$ cat src/design/msc_pkg.sv
`default_nettype none

package msc_pkg;

    localparam int SONG_ENTRIES = 16;
    localparam int IDX_W        = $clog2(SONG_ENTRIES);

    typedef logic [IDX_W-1:0] idx_t;

    typedef enum logic [2:0] {
        FUNC_TICK  = 3'd0,
        FUNC_START = 3'd1,
        FUNC_STOP  = 3'd2,
        FUNC_WRITE = 3'd3,
        FUNC_CLEAR = 3'd4
    } func_t;

    localparam logic [1:0] CFG_TICK_INTERVAL = 2'd0;
    localparam logic [1:0] CFG_MIDI_CHANNEL  = 2'd1;
    localparam logic [1:0] CFG_CHANGE_LEAD   = 2'd2;

    localparam logic [3:0] CIN_REALTIME = 4'h0F;
    localparam logic [3:0] CIN_PROGRAM  = 4'h0C;
    localparam logic [7:0] ST_CLOCK     = 8'hF8;
    localparam logic [7:0] ST_START     = 8'hFA;
    localparam logic [7:0] ST_STOP      = 8'hFC;
    localparam logic [7:0] ST_PROGRAM   = 8'hC0;
    localparam logic [7:0] NO_PROGRAM   = 8'd255;

    typedef struct packed {
        logic [2:0] func;
        logic [3:0] entry_index;
        logic [6:0] entry_pattern;
        logic [7:0] entry_length;
        logic [7:0] entry_factor;
    } in_t;

    typedef struct packed {
        logic       msg_valid;
        logic [3:0] code_index;
        logic [7:0] status_byte;
        logic [6:0] data_byte;
        logic       pattern_start;
        logic [3:0] next_index;
        logic       last;
    } out_t;

    typedef struct packed {
        logic [6:0] pattern;
        logic [7:0] length;
        logic [7:0] factor;
    } entry_t;

    typedef struct packed {
        logic   write;
        logic   clear;
        idx_t   addr;
        entry_t data;
    } tbl_wr_t;

    typedef struct packed {
        logic [15:0] tick_interval;
        logic [3:0]  midi_channel;
        logic [7:0]  change_lead;
    } cfg_t;

    typedef struct packed {
        logic [1:0]     count;
        out_t [2:0]     msg;
    } res_t;

endpackage

`default_nettype wire

$ cat src/design/msc_table.sv
`default_nettype none

module msc_table (
    input  wire              clk,
    input  wire              rst_n,
    input  msc_pkg::tbl_wr_t wr,
    input  msc_pkg::idx_t    rd_addr,
    output msc_pkg::entry_t  rd_entry,
    output msc_pkg::entry_t  entry0
);
    import msc_pkg::*;

    entry_t mem_reg [SONG_ENTRIES];

    always_ff @(posedge clk or negedge rst_n)
    begin
        if (!rst_n)
        begin
            for (int i = 0; i < SONG_ENTRIES; i++)
            begin
                mem_reg[i] <= '0;
            end
        end
        else if (wr.clear)
        begin
            for (int i = 0; i < SONG_ENTRIES; i++)
            begin
                mem_reg[i] <= '0;
            end
        end
        else if (wr.write)
        begin
            mem_reg[wr.addr] <= wr.data;
        end
    end

    assign rd_entry = mem_reg[rd_addr];
    assign entry0   = mem_reg[0];

endmodule

`default_nettype wire

$ cat src/design/msc_core.sv
`default_nettype none

module msc_core (
    input  wire              clk,
    input  wire              rst_n,
    input  wire              go,
    input  msc_pkg::in_t     item,
    input  msc_pkg::cfg_t    cfg,
    input  msc_pkg::entry_t  rd_entry,
    input  msc_pkg::entry_t  entry0,
    output msc_pkg::idx_t    rd_addr,
    output msc_pkg::tbl_wr_t tbl_wr,
    output logic             has_result,
    output msc_pkg::res_t    res
);
    import msc_pkg::*;

    entry_t      cur_reg, cur_next;
    entry_t      upc_reg, upc_next;
    idx_t        playing_reg, playing_next;
    idx_t        upcoming_reg, upcoming_next;
    logic [15:0] div_reg, div_next;
    logic [15:0] clocks_reg, clocks_next;
    logic [7:0]  last_prog_reg, last_prog_next;
    logic        running_reg, running_next;
    logic        start_pend_reg, start_pend_next;
    logic        stop_pend_reg, stop_pend_next;

    logic        run_now;
    entry_t      play_entry;
    logic [15:0] span;
    logic [15:0] clk_inc;
    logic [15:0] lead;
    logic        step_hit;
    logic        end_hit;
    logic        began;
    logic [IDX_W:0] succ;
    idx_t        succ_idx;
    logic        wrap_zero;
    entry_t      step_entry;
    idx_t        step_idx;
    logic [7:0]  last_eff;
    logic        pc_hit;
    idx_t        upcoming_clk;
    entry_t      upc_clk;
    logic [16:0] div_inc;
    logic [15:0] div_wrap;
    logic        wr_in_range;
    idx_t        wr_idx;
    entry_t      new_entry;
    logic [7:0]  prog_status;
    out_t [2:0]  msgs;
    logic [1:0]  count;

    function automatic out_t make_msg(input logic [3:0] code, input logic [7:0] status,
                                      input logic [6:0] data);
        out_t m;
        m               = '0;
        m.msg_valid     = 1'b1;
        m.code_index    = code;
        m.status_byte   = status;
        m.data_byte     = data;
        return m;
    endfunction

    assign has_result = (item.func == FUNC_TICK) && (div_reg == '0);

    // entry timing for this clock
    assign run_now    = start_pend_reg | (running_reg & ~stop_pend_reg);
    assign play_entry = start_pend_reg ? entry0 : cur_reg;
    assign span       = 16'(play_entry.length) * 16'(play_entry.factor);
    assign clk_inc    = clocks_reg + 16'd1;
    assign lead       = 16'(cfg.change_lead);
    assign step_hit   = run_now && (span > lead) && (clk_inc == span - lead);
    assign end_hit    = run_now && (clk_inc >= span);
    assign began      = run_now && (clocks_reg == '0);

    // next table entry, bound checked before the read
    assign succ       = {1'b0, upcoming_reg} + (IDX_W+1)'(1);
    assign succ_idx   = (succ >= (IDX_W+1)'(SONG_ENTRIES)) ? '0 : succ[IDX_W-1:0];
    assign rd_addr    = succ_idx;
    assign wrap_zero  = (rd_entry.length == '0);
    assign step_entry = wrap_zero ? entry0 : rd_entry;
    assign step_idx   = wrap_zero ? '0 : succ_idx;

    assign last_eff     = (start_pend_reg | stop_pend_reg) ? NO_PROGRAM : last_prog_reg;
    assign pc_hit       = step_hit && ({1'b0, step_entry.pattern} != last_eff);
    assign upcoming_clk = step_hit ? step_idx : upcoming_reg;
    assign upc_clk      = step_hit ? step_entry : upc_reg;

    assign div_inc  = {1'b0, div_reg} + 17'd1;
    assign div_wrap = (div_inc >= {1'b0, cfg.tick_interval}) ? '0 : div_inc[15:0];

    assign wr_in_range = 9'(item.entry_index) < 9'(SONG_ENTRIES);
    assign wr_idx      = IDX_W'(item.entry_index);
    assign new_entry   = '{pattern: item.entry_pattern, length: item.entry_length,
                           factor: item.entry_factor};

    assign tbl_wr.write = go && (item.func == FUNC_WRITE) && wr_in_range;
    assign tbl_wr.clear = go && (item.func == FUNC_CLEAR);
    assign tbl_wr.addr  = wr_idx;
    assign tbl_wr.data  = new_entry;

    assign prog_status = ST_PROGRAM | {4'd0, cfg.midi_channel};

    always_comb
    begin
        msgs[0] = make_msg(CIN_REALTIME, ST_CLOCK, '0);
        msgs[1] = '0;
        msgs[2] = '0;
        count   = 2'd1;
        if (start_pend_reg)
        begin
            msgs[1] = make_msg(CIN_REALTIME, ST_START, '0);
            msgs[2] = make_msg(CIN_PROGRAM, prog_status, step_entry.pattern);
            count   = pc_hit ? 2'd3 : 2'd2;
        end
        else if (stop_pend_reg)
        begin
            msgs[1] = make_msg(CIN_REALTIME, ST_STOP, '0);
            msgs[2] = make_msg(CIN_PROGRAM, prog_status, entry0.pattern);
            count   = 2'd3;
        end
        else if (pc_hit)
        begin
            msgs[1] = make_msg(CIN_PROGRAM, prog_status, step_entry.pattern);
            count   = 2'd2;
        end
        for (int k = 0; k < 3; k++)
        begin
            msgs[k].next_index    = 4'(upcoming_clk);
            msgs[k].last          = (2'(k) == count - 2'd1);
            msgs[k].pattern_start = began && (2'(k) == count - 2'd1);
        end
    end

    assign res.count = count;
    assign res.msg   = msgs;

    always_comb
    begin
        cur_next        = cur_reg;
        upc_next        = upc_reg;
        playing_next    = playing_reg;
        upcoming_next   = upcoming_reg;
        div_next        = div_reg;
        clocks_next     = clocks_reg;
        last_prog_next  = last_prog_reg;
        running_next    = running_reg;
        start_pend_next = start_pend_reg;
        stop_pend_next  = stop_pend_reg;
        if (go)
        begin
            case (item.func)
                FUNC_TICK:
                begin
                    div_next = div_wrap;
                    if (div_reg == '0)
                    begin
                        if (start_pend_reg)
                        begin
                            start_pend_next = 1'b0;
                            running_next    = 1'b1;
                        end
                        else if (stop_pend_reg)
                        begin
                            stop_pend_next = 1'b0;
                            running_next   = 1'b0;
                        end
                        last_prog_next = pc_hit ? {1'b0, step_entry.pattern} : last_eff;
                        upcoming_next  = upcoming_clk;
                        upc_next       = upc_clk;
                        if (run_now)
                        begin
                            clocks_next = end_hit ? '0 : clk_inc;
                        end
                        if (end_hit)
                        begin
                            playing_next = upcoming_clk;
                            cur_next     = upc_clk;
                        end
                        else if (start_pend_reg)
                        begin
                            playing_next = '0;
                            cur_next     = entry0;
                        end
                    end
                end
                FUNC_START:
                begin
                    start_pend_next = 1'b1;
                end
                FUNC_STOP:
                begin
                    stop_pend_next = 1'b1;
                    upcoming_next  = '0;
                    div_next       = '0;
                    clocks_next    = '0;
                    upc_next       = entry0;
                end
                FUNC_WRITE:
                begin
                    // keep cached entries in step with the table
                    if (wr_in_range && (wr_idx == playing_reg))
                    begin
                        cur_next = new_entry;
                    end
                    if (wr_in_range && (wr_idx == upcoming_reg))
                    begin
                        upc_next = new_entry;
                    end
                end
                FUNC_CLEAR:
                begin
                    cur_next = '0;
                    upc_next = '0;
                end
                default:
                begin
                end
            endcase
        end
    end

    always_ff @(posedge clk or negedge rst_n)
    begin
        if (!rst_n)
        begin
            cur_reg        <= '0;
            upc_reg        <= '0;
            playing_reg    <= '0;
            upcoming_reg   <= '0;
            div_reg        <= '0;
            clocks_reg     <= '0;
            last_prog_reg  <= NO_PROGRAM;
            running_reg    <= 1'b0;
            start_pend_reg <= 1'b0;
            stop_pend_reg  <= 1'b0;
        end
        else
        begin
            cur_reg        <= cur_next;
            upc_reg        <= upc_next;
            playing_reg    <= playing_next;
            upcoming_reg   <= upcoming_next;
            div_reg        <= div_next;
            clocks_reg     <= clocks_next;
            last_prog_reg  <= last_prog_next;
            running_reg    <= running_next;
            start_pend_reg <= start_pend_next;
            stop_pend_reg  <= stop_pend_next;
        end
    end

endmodule

`default_nettype wire

$ cat src/design/msc_outbuf.sv
`default_nettype none

module msc_outbuf (
    input  wire            clk,
    input  wire            rst_n,
    input  wire            load,
    input  msc_pkg::res_t  res,
    output logic           free,
    output logic           result_valid,
    input  wire            result_stall,
    output msc_pkg::out_t  result
);
    import msc_pkg::*;

    out_t [2:0] buf_reg, buf_next;
    logic [1:0] cnt_reg, cnt_next;
    logic       pop;

    assign pop          = (cnt_reg != '0) && !result_stall;
    assign free         = (cnt_reg == '0) || ((cnt_reg == 2'd1) && pop);
    assign result_valid = (cnt_reg != '0);
    assign result       = buf_reg[0];

    always_comb
    begin
        buf_next = buf_reg;
        cnt_next = cnt_reg;
        if (load)
        begin
            buf_next = res.msg;
            cnt_next = res.count;
        end
        else if (pop)
        begin
            buf_next[0] = buf_reg[1];
            buf_next[1] = buf_reg[2];
            cnt_next    = cnt_reg - 2'd1;
        end
    end

    always_ff @(posedge clk or negedge rst_n)
    begin
        if (!rst_n)
        begin
            cnt_reg <= '0;
        end
        else
        begin
            cnt_reg <= cnt_next;
        end
    end

    always_ff @(posedge clk)
    begin
        buf_reg <= buf_next;
    end

endmodule

`default_nettype wire

$ cat src/design/midi_song_sequencer_clock.sv
`default_nettype none

// song-mode midi clock sequencer. every request is registered and handled once
// the output buffer can take its messages; a request may be taken each cycle
// while item_stall is low. a base tick that falls on a midi clock produces one to
// three messages (clock, then start or stop and program change), which leave one
// per cycle while result_stall is low from a three-deep output buffer; the next
// request enters the buffer in the cycle its last message is taken. start, stop,
// entry writes, table clears and ticks between clocks produce no message and never
// wait for the output buffer. the song table sits in flip-flops; a clear empties it.
module midi_song_sequencer_clock (
    input  wire           clk,
    input  wire           rst_n,
    input  wire           item_valid,
    output logic          item_stall,
    input  msc_pkg::in_t  item,
    output logic          result_valid,
    input  wire           result_stall,
    output msc_pkg::out_t result,
    input  wire           cfg_we,
    input  wire [1:0]     cfg_index,
    input  wire [15:0]    cfg_data
);
    import msc_pkg::*;

    in_t     item_reg;
    logic    item_vld_reg;
    cfg_t    cfg_reg;
    logic    advance;
    logic    has_result;
    logic    buf_free;
    res_t    res;
    idx_t    rd_addr;
    tbl_wr_t tbl_wr;
    entry_t  rd_entry;
    entry_t  entry0;

    assign advance    = item_vld_reg && (!has_result || buf_free);
    assign item_stall = item_vld_reg && !advance;

    always_ff @(posedge clk or negedge rst_n)
    begin
        if (!rst_n)
        begin
            item_vld_reg <= 1'b0;
        end
        else if (!item_stall)
        begin
            item_vld_reg <= item_valid;
        end
    end

    always_ff @(posedge clk)
    begin
        if (item_valid && !item_stall)
        begin
            item_reg <= item;
        end
    end

    always_ff @(posedge clk or negedge rst_n)
    begin
        if (!rst_n)
        begin
            cfg_reg.tick_interval <= 16'd1;
            cfg_reg.midi_channel  <= '0;
            cfg_reg.change_lead   <= '0;
        end
        else if (cfg_we)
        begin
            case (cfg_index)
                CFG_TICK_INTERVAL: cfg_reg.tick_interval <= cfg_data;
                CFG_MIDI_CHANNEL:  cfg_reg.midi_channel  <= cfg_data[3:0];
                CFG_CHANGE_LEAD:   cfg_reg.change_lead   <= cfg_data[7:0];
                default:
                begin
                end
            endcase
        end
    end

    msc_table u_table (
        .clk      (clk),
        .rst_n    (rst_n),
        .wr       (tbl_wr),
        .rd_addr  (rd_addr),
        .rd_entry (rd_entry),
        .entry0   (entry0)
    );

    msc_core u_core (
        .clk        (clk),
        .rst_n      (rst_n),
        .go         (advance),
        .item       (item_reg),
        .cfg        (cfg_reg),
        .rd_entry   (rd_entry),
        .entry0     (entry0),
        .rd_addr    (rd_addr),
        .tbl_wr     (tbl_wr),
        .has_result (has_result),
        .res        (res)
    );

    msc_outbuf u_outbuf (
        .clk          (clk),
        .rst_n        (rst_n),
        .load         (advance && has_result),
        .res          (res),
        .free         (buf_free),
        .result_valid (result_valid),
        .result_stall (result_stall),
        .result       (result)
    );

`ifndef NO_ASSERTIONS
    a_start_on_last: assert property (@(posedge clk) disable iff (!rst_n)
        result_valid |-> (!result.pattern_start || result.last))
        else $error("pattern start flagged on a non-final message");

    a_batch_gapless: assert property (@(posedge clk) disable iff (!rst_n)
        result_valid && !result_stall && !result.last |=> result_valid)
        else $error("gap inside a message batch");

    a_stop_then_program: assert property (@(posedge clk) disable iff (!rst_n)
        result_valid && !result_stall && (result.status_byte == ST_STOP)
        |=> result_valid && (result.code_index == CIN_PROGRAM))
        else $error("stop not followed by program change");
`endif

endmodule

`default_nettype wire

$ cat config.mk
export PLATFORM = sky130hd
export DESIGN_NAME = midi_song_sequencer_clock
export DESIGN_NICKNAME = d
export VERILOG_FILES = /design/src/design/msc_pkg.sv /design/src/design/msc_table.sv /design/src/design/msc_core.sv /design/src/design/msc_outbuf.sv /design/src/design/midi_song_sequencer_clock.sv
export SDC_FILE = /design/constraint.sdc
export NUM_CORES = 1
export LEC_CHECK = 0
export ABC_AREA = 1
export BUFFER_PORTS_ARGS = -buffer_cell sky130_fd_sc_hd__buf_4
export CORE_MARGIN = 2
export CORE_UTILIZATION = 40
export DETAILED_ROUTE_END_ITERATION = 7
export RECOVER_POWER = 50
export SETUP_SLACK_MARGIN = 0.2
export SYNTH_ARGS = -nofsm -noshare
export SYNTH_HDL_FRONTEND = slang
export SYNTH_SLANG_ARGS = --single-unit
$ cat constraint.sdc
create_clock -name clk -period 15.41 [get_ports clk]
set_input_delay 0.7705 -clock clk [delete_from_list [all_inputs] [get_ports clk]]
set_output_delay 0.7705 -clock clk [all_outputs]
set_load 0.1 [all_outputs]
Yosys cells after proc, flatten, opt, wreduce, memory -nomap -nowiden:

Cells that the tools add are included.

* flip-flop bits (word level): 597
* bits in latches: 0
* RAM bits: 0
* memory bits (read-only): 0
* input bits: 53
* output and inout port bits: 28
* logic and storage cells: 236
* memories kept: 0

* add/subtract/negate cells: 6
* multipliers: 1
* div/mod/pow operators: 0
* $lt $le $gt $ge: 7
* equal/unequal tests: 18
* shifts and indexed selects: 0
* multiplexer cells: 52
* bitwise gates (word level): 6
* reduce and logical (&&, ||, !) cells: 53

Operator list (number)
* $mux W368: 2
* $bwmux W368: 1
* $mux W23: 7
* $mux W16: 8
* $mux W52: 2
* $bmux W23 S4: 1
* $demux W23 S4: 1
* $pmux W23 S4: 1
* $mux W26: 3
* $pmux W16 S2: 2
* $pmux W16 S3: 1
* $mux W43: 1
* $logic_not A16 Y1: 2
* $mux W4: 6
* $reduce_and A4 Y1: 6
* $logic_and A1 B1 Y1: 18
* $add A16 B1 Y17 const B: 1
* $ge A17 B16 Y1: 1
* $add A16 B1 Y16 const B: 1
* $eq A16 B16 Y1: 1
* $ge A16 B16 Y1: 1
* $gt A16 B8 Y1: 1
* $mul A8 B8 Y16: 1
* $mux W8: 2
* 34 further kinds: 72

Longest topological paths before layout:

* depth after elaboration: 18
* mapped depth: 37
* depth with buffers taken out: 35

Cells and area by module:

Synthesis repeated with hierarchy kept, for this count alone.

* cell total of the unflattened synthesis: 4178
* area, all modules: 33778.6 µm²

By module, submodules not included
* msc_table: times used 1, cells each 2095, area an instance 17668.2 µm², seq. area each 9208.8 µm²
* msc_core: times used 1, cells each 1624, area an instance 10600.2 µm², seq. area each 2087.0 µm²
* msc_outbuf: times used 1, cells each 294, area an instance 3357.0 µm², seq. area each 2392.3 µm²
* midi_song_sequencer_clock: times used 1, cells each 165, area an instance 2153.3 µm², seq. area each 1627.8 µm²

Least setup slack after synthesis:

OpenSTA, ideal clock, no wires.

* path type: register to register
* start point: register u_core.start_pend_reg
* end point: register u_outbuf.buf_reg[29] (netlist name), data pin
* setup time: 0.261 ns
* arrival time: 5.912 ns
* data required time: 15.149 ns
* slack: 9.237 ns
* cell stages (with the launch flop): 32
* path buffers: 3
* period minus slack after synthesis: 6.173 ns
* cells stage by stage: dfrtp_1 clkbuf_1 clkbuf_1 o21ai_1 or2_2 fa_1 fa_1 inv_1 fa_1 inv_1 fa_1 inv_1 ha_1 xor2_1 ha_1 nand2_1 inv_1 a21oi_1 nand3_1 nor2_1 nand2_1 nor2_1 nand3_1 nand2_1 inv_1 nor2_1 nand3_2 buf_2 nand2_1 o21ai_2 nand2_1 nand2_1

RTL lines
* start, declared: line msc_core.sv:26 `logic start_pend_reg, start_pend_next;`
* start signal, assigned: line msc_core.sv:250 `start_pend_reg <= start_pend_next;`
* end signal, assigned: line msc_outbuf.sv:55 `buf_reg <= buf_next;`
* end, declared: line msc_outbuf.sv:15 `out_t [2:0] buf_reg, buf_next;`

==> impl_metrics.csv <==
group,metric,value,unit
outcome,status,"finished, violations left",
outcome,violations,"capacitance limit, slew limit",
critical_path,path_class,"in -> async",
clock_tree,clock-sinks,568,
clock_tree,cts_tree,"built",
clock_tree,postCtsHoldBufs,0,
placement,routabilityCongestion,0.8704,
critical_path,cp-end-kind,"asynchronous set/reset pin",
logic_synthesis,synth_async_sr_flop_share,0.8486,
cells_and_area,multiInputGateArea,14330,µm²
logic_synthesis,syn_nets,4243,
critical_path,crit_arrival,9440,ps
critical_path,worstPathCellList,"clkbuf_1 -> clkbuf_1 -> buf_4 -> buf_4",
floorplanning,core,79130,µm²
routing,dr.first_iter.drc_count,2914,
cells_and_area,nets,4192,
logic_synthesis,synth_seq_cells,568,
critical_path,crit_buf_inv,4,
routing,drtPass1Iterations,6,
logic_synthesis,synth_area,32040,µm²
sta,setup_viol,0,
cells_and_area,drive_above_1_share,0.06876,
global_route,grt_pass1_wl,163.9,mm
cells_and_area,syn2layout_area_growth,10.69,%
critical_path,max_stage_delay,3990,ps
floorplanning,dieHeight,287.0,µm
sta,slew_headroom,-2.900,
placement,dp_worst_setup_slack,8191,ps
sta,fin_ws,6571,ps
critical_path,start_kind,"input pin",
run,cap_violations,7,
cells_and_area,mostFrequentLayoutCells,"717 x nand2_1, 550 x o21ai_0, 529 x inv_1",
sta,post-route-period-util,0.5736,
global_route,grt_max_degree,154,
cells_and_area,num-fill-cells,7980,
placement,hpwl,69.12,mm
logic_synthesis,synth-main-ff-cell,"dfrtp_1",
placement,dpl_cell_area,33410,µm²
global_route,grt_overflow,0,
critical_path,cp_max_fo,100,
hold_path,hold_class,"in -> reg",
floorplanning,die_x,287.0,µm
clock_tree,ctsResizeCount,0,
sta,slew_viol_final,359,
logic_synthesis,synth-seq-area-share,0.4533,
floorplanning,die_area,82390,µm²
clock_tree,cts_made_buffers,66,
routing,wl_per_cell,20.74,µm
sta,tightestPinTransition,5850,ps
floorplanning,start_util,0.4050,
routing,antenna_left,0,
clock_tree,path_clk_slew,70,ps
logic_synthesis,netlist_instances,4072,
global_route,grt_antenna_before_repair,0,
sta,finalHoldViolCount,0,
clock_tree,cts_root_buffer,"clkbuf_16",
cells_and_area,register_area,14530,µm²
clock_tree,cts_setup_buffers,0,
sta,period_needed,8839,ps
sta,fin_skew,39.65,ps
logic_synthesis,syn_area_per_cell,7.869,µm²
clock_tree,clock_latency,630,ps
clock_tree,cts_max_level,3,
logic_synthesis,yosysWarnings,0,
clock_tree,clockBufferDepth,3,
critical_path,slowest_stage,"clkbuf_1",
critical_path,cp.required,16010,ps
logic_synthesis,synth_cell_types,52,
cells_and_area,antenna_cells,0,
critical_path,crit_family,"buffers and inverters",
global_route,grt_pass1_vias,27120,
sta,rsz0062_at_grt,"false",
placement,port_buffers,80,
cells_and_area,largest_reg_flops,345,
global_route,grt_use_total,0.2561,
routing,vias,28610,
sta,setup-tns-final,0,ps
cells_and_area,final_common_cell,"nand2_1",
sta,timing.fmax,113.1,MHz
cells_and_area,fin_area,35470,µm²
routing,routed_wl,106.2,mm
floorplanning,io_pins,81,
floorplanning,fp-row-count,103,
logic_synthesis,synth_edf_count,73,
routing,viasPerCell,5.585,
routing,drc,0,
[worst reg2reg max path: cells and delay by family (launching register included)]
kind            cells  cell delay (ps)
buf+inv             6             1590
xor+xnor            1              230
flops               1              320
fa+ha+maj           6             2600
simple gates       16             2870
compound gates      2              800
[per-layer routing]
metal	part of all wire	track usage	vias to the layer above	wire length, µm
met1	0.44	0.3581	13920	46380
met5	0	0	-	0
li1	-	-	13380	-
met3	0.077	0.04397	173	8210
met2	0.45	0.4022	1129	48060
met4	0.034	0.08581	0	3582
[Yosys cell counts, types with 11 or more instances]
cell	count	area, µm²
a211oi_1	18	135.1
a21oi_1	145	725.7
a22o_1	11	96.34
a22oi_1	13	97.59
buf_1	11	41.29
buf_2	34	170.2
buf_4	32	240.2
buf_6	12	135.1
clkbuf_1	183	686.9
dfrtp_1	473	11840
dfxtp_1	13	260.3
edfxtp_1	73	2192
fa_1	37	740.7
ha_1	81	1013
inv_1	530	1989
nand2_1	718	2695
nand3_1	499	2497
nand4_1	24	150.1
nor2_1	272	1021
nor3_1	16	80.08
o211ai_1	57	427.9
o21a_1	12	90.09
o21ai_0	549	2748
o21ai_1	27	135.1
o22ai_1	92	575.6
xor2_1	41	359.1
[path summary, 6_finish.rpt]
path	from	to	slack (ps)	depth (start not counted)
setup reg to reg	u_core.start_pend_reg	u_outbuf.cnt_reg[0]	6900	31
hold / removal	item[19]	item_reg[19]	340	1
setup / recovery	rst_n	u_table.mem_reg[296]	6570	4
max in group clk	u_core.start_pend_reg	u_outbuf.cnt_reg[0]	6900	31
hold reg to reg	u_core.last_prog_reg[6]	u_core.last_prog_reg[6]	470	2
min in group asynchronous	rst_n	cfg_reg[23]	2290	1
[through the flow]
stage	instances	util	hold slack, ps
6_report	5122	0.4482	341.2
5_1_grt	5122	0.4482	315.4
4_1_cts	5122	0.4504	223.0
3_5_place_dp	5003	0.4222	459.3
3_3_place_gp	5003	0.4222	455.6
2_1_floorplan	4072	-	440.5
[final cells by class]
class,count,area share
Tap cell,1050,0.03704
Inverter,536,0.05676
Clock buffer,98,0.05606
Clock inverter,21,0.006844
Timing Repair Buffer,153,0.02963
Multi-Input combinational cell,2696,0.4041
Sequential cell,568,0.4095
[logic make-up (layout without fill, tap and decap cells)]
logic type               count (synthesis)  after routing  share of synthesized area
AO/OA/AOI/OAI                          961            961                     0.1661
XOR/XNOR                                52             52                    0.01445
adder cells (fa/ha/maj)                118            118                    0.05474
buffers and inverters                  808            808                     0.1025
flip-flops                             568            568                     0.4533
AND/OR/NAND/NOR                       1565           1565                     0.2088
Power is left out: the tool's default activity adds up to more than one toggle a clock period on the data nets, which glitch-free logic cannot reach.
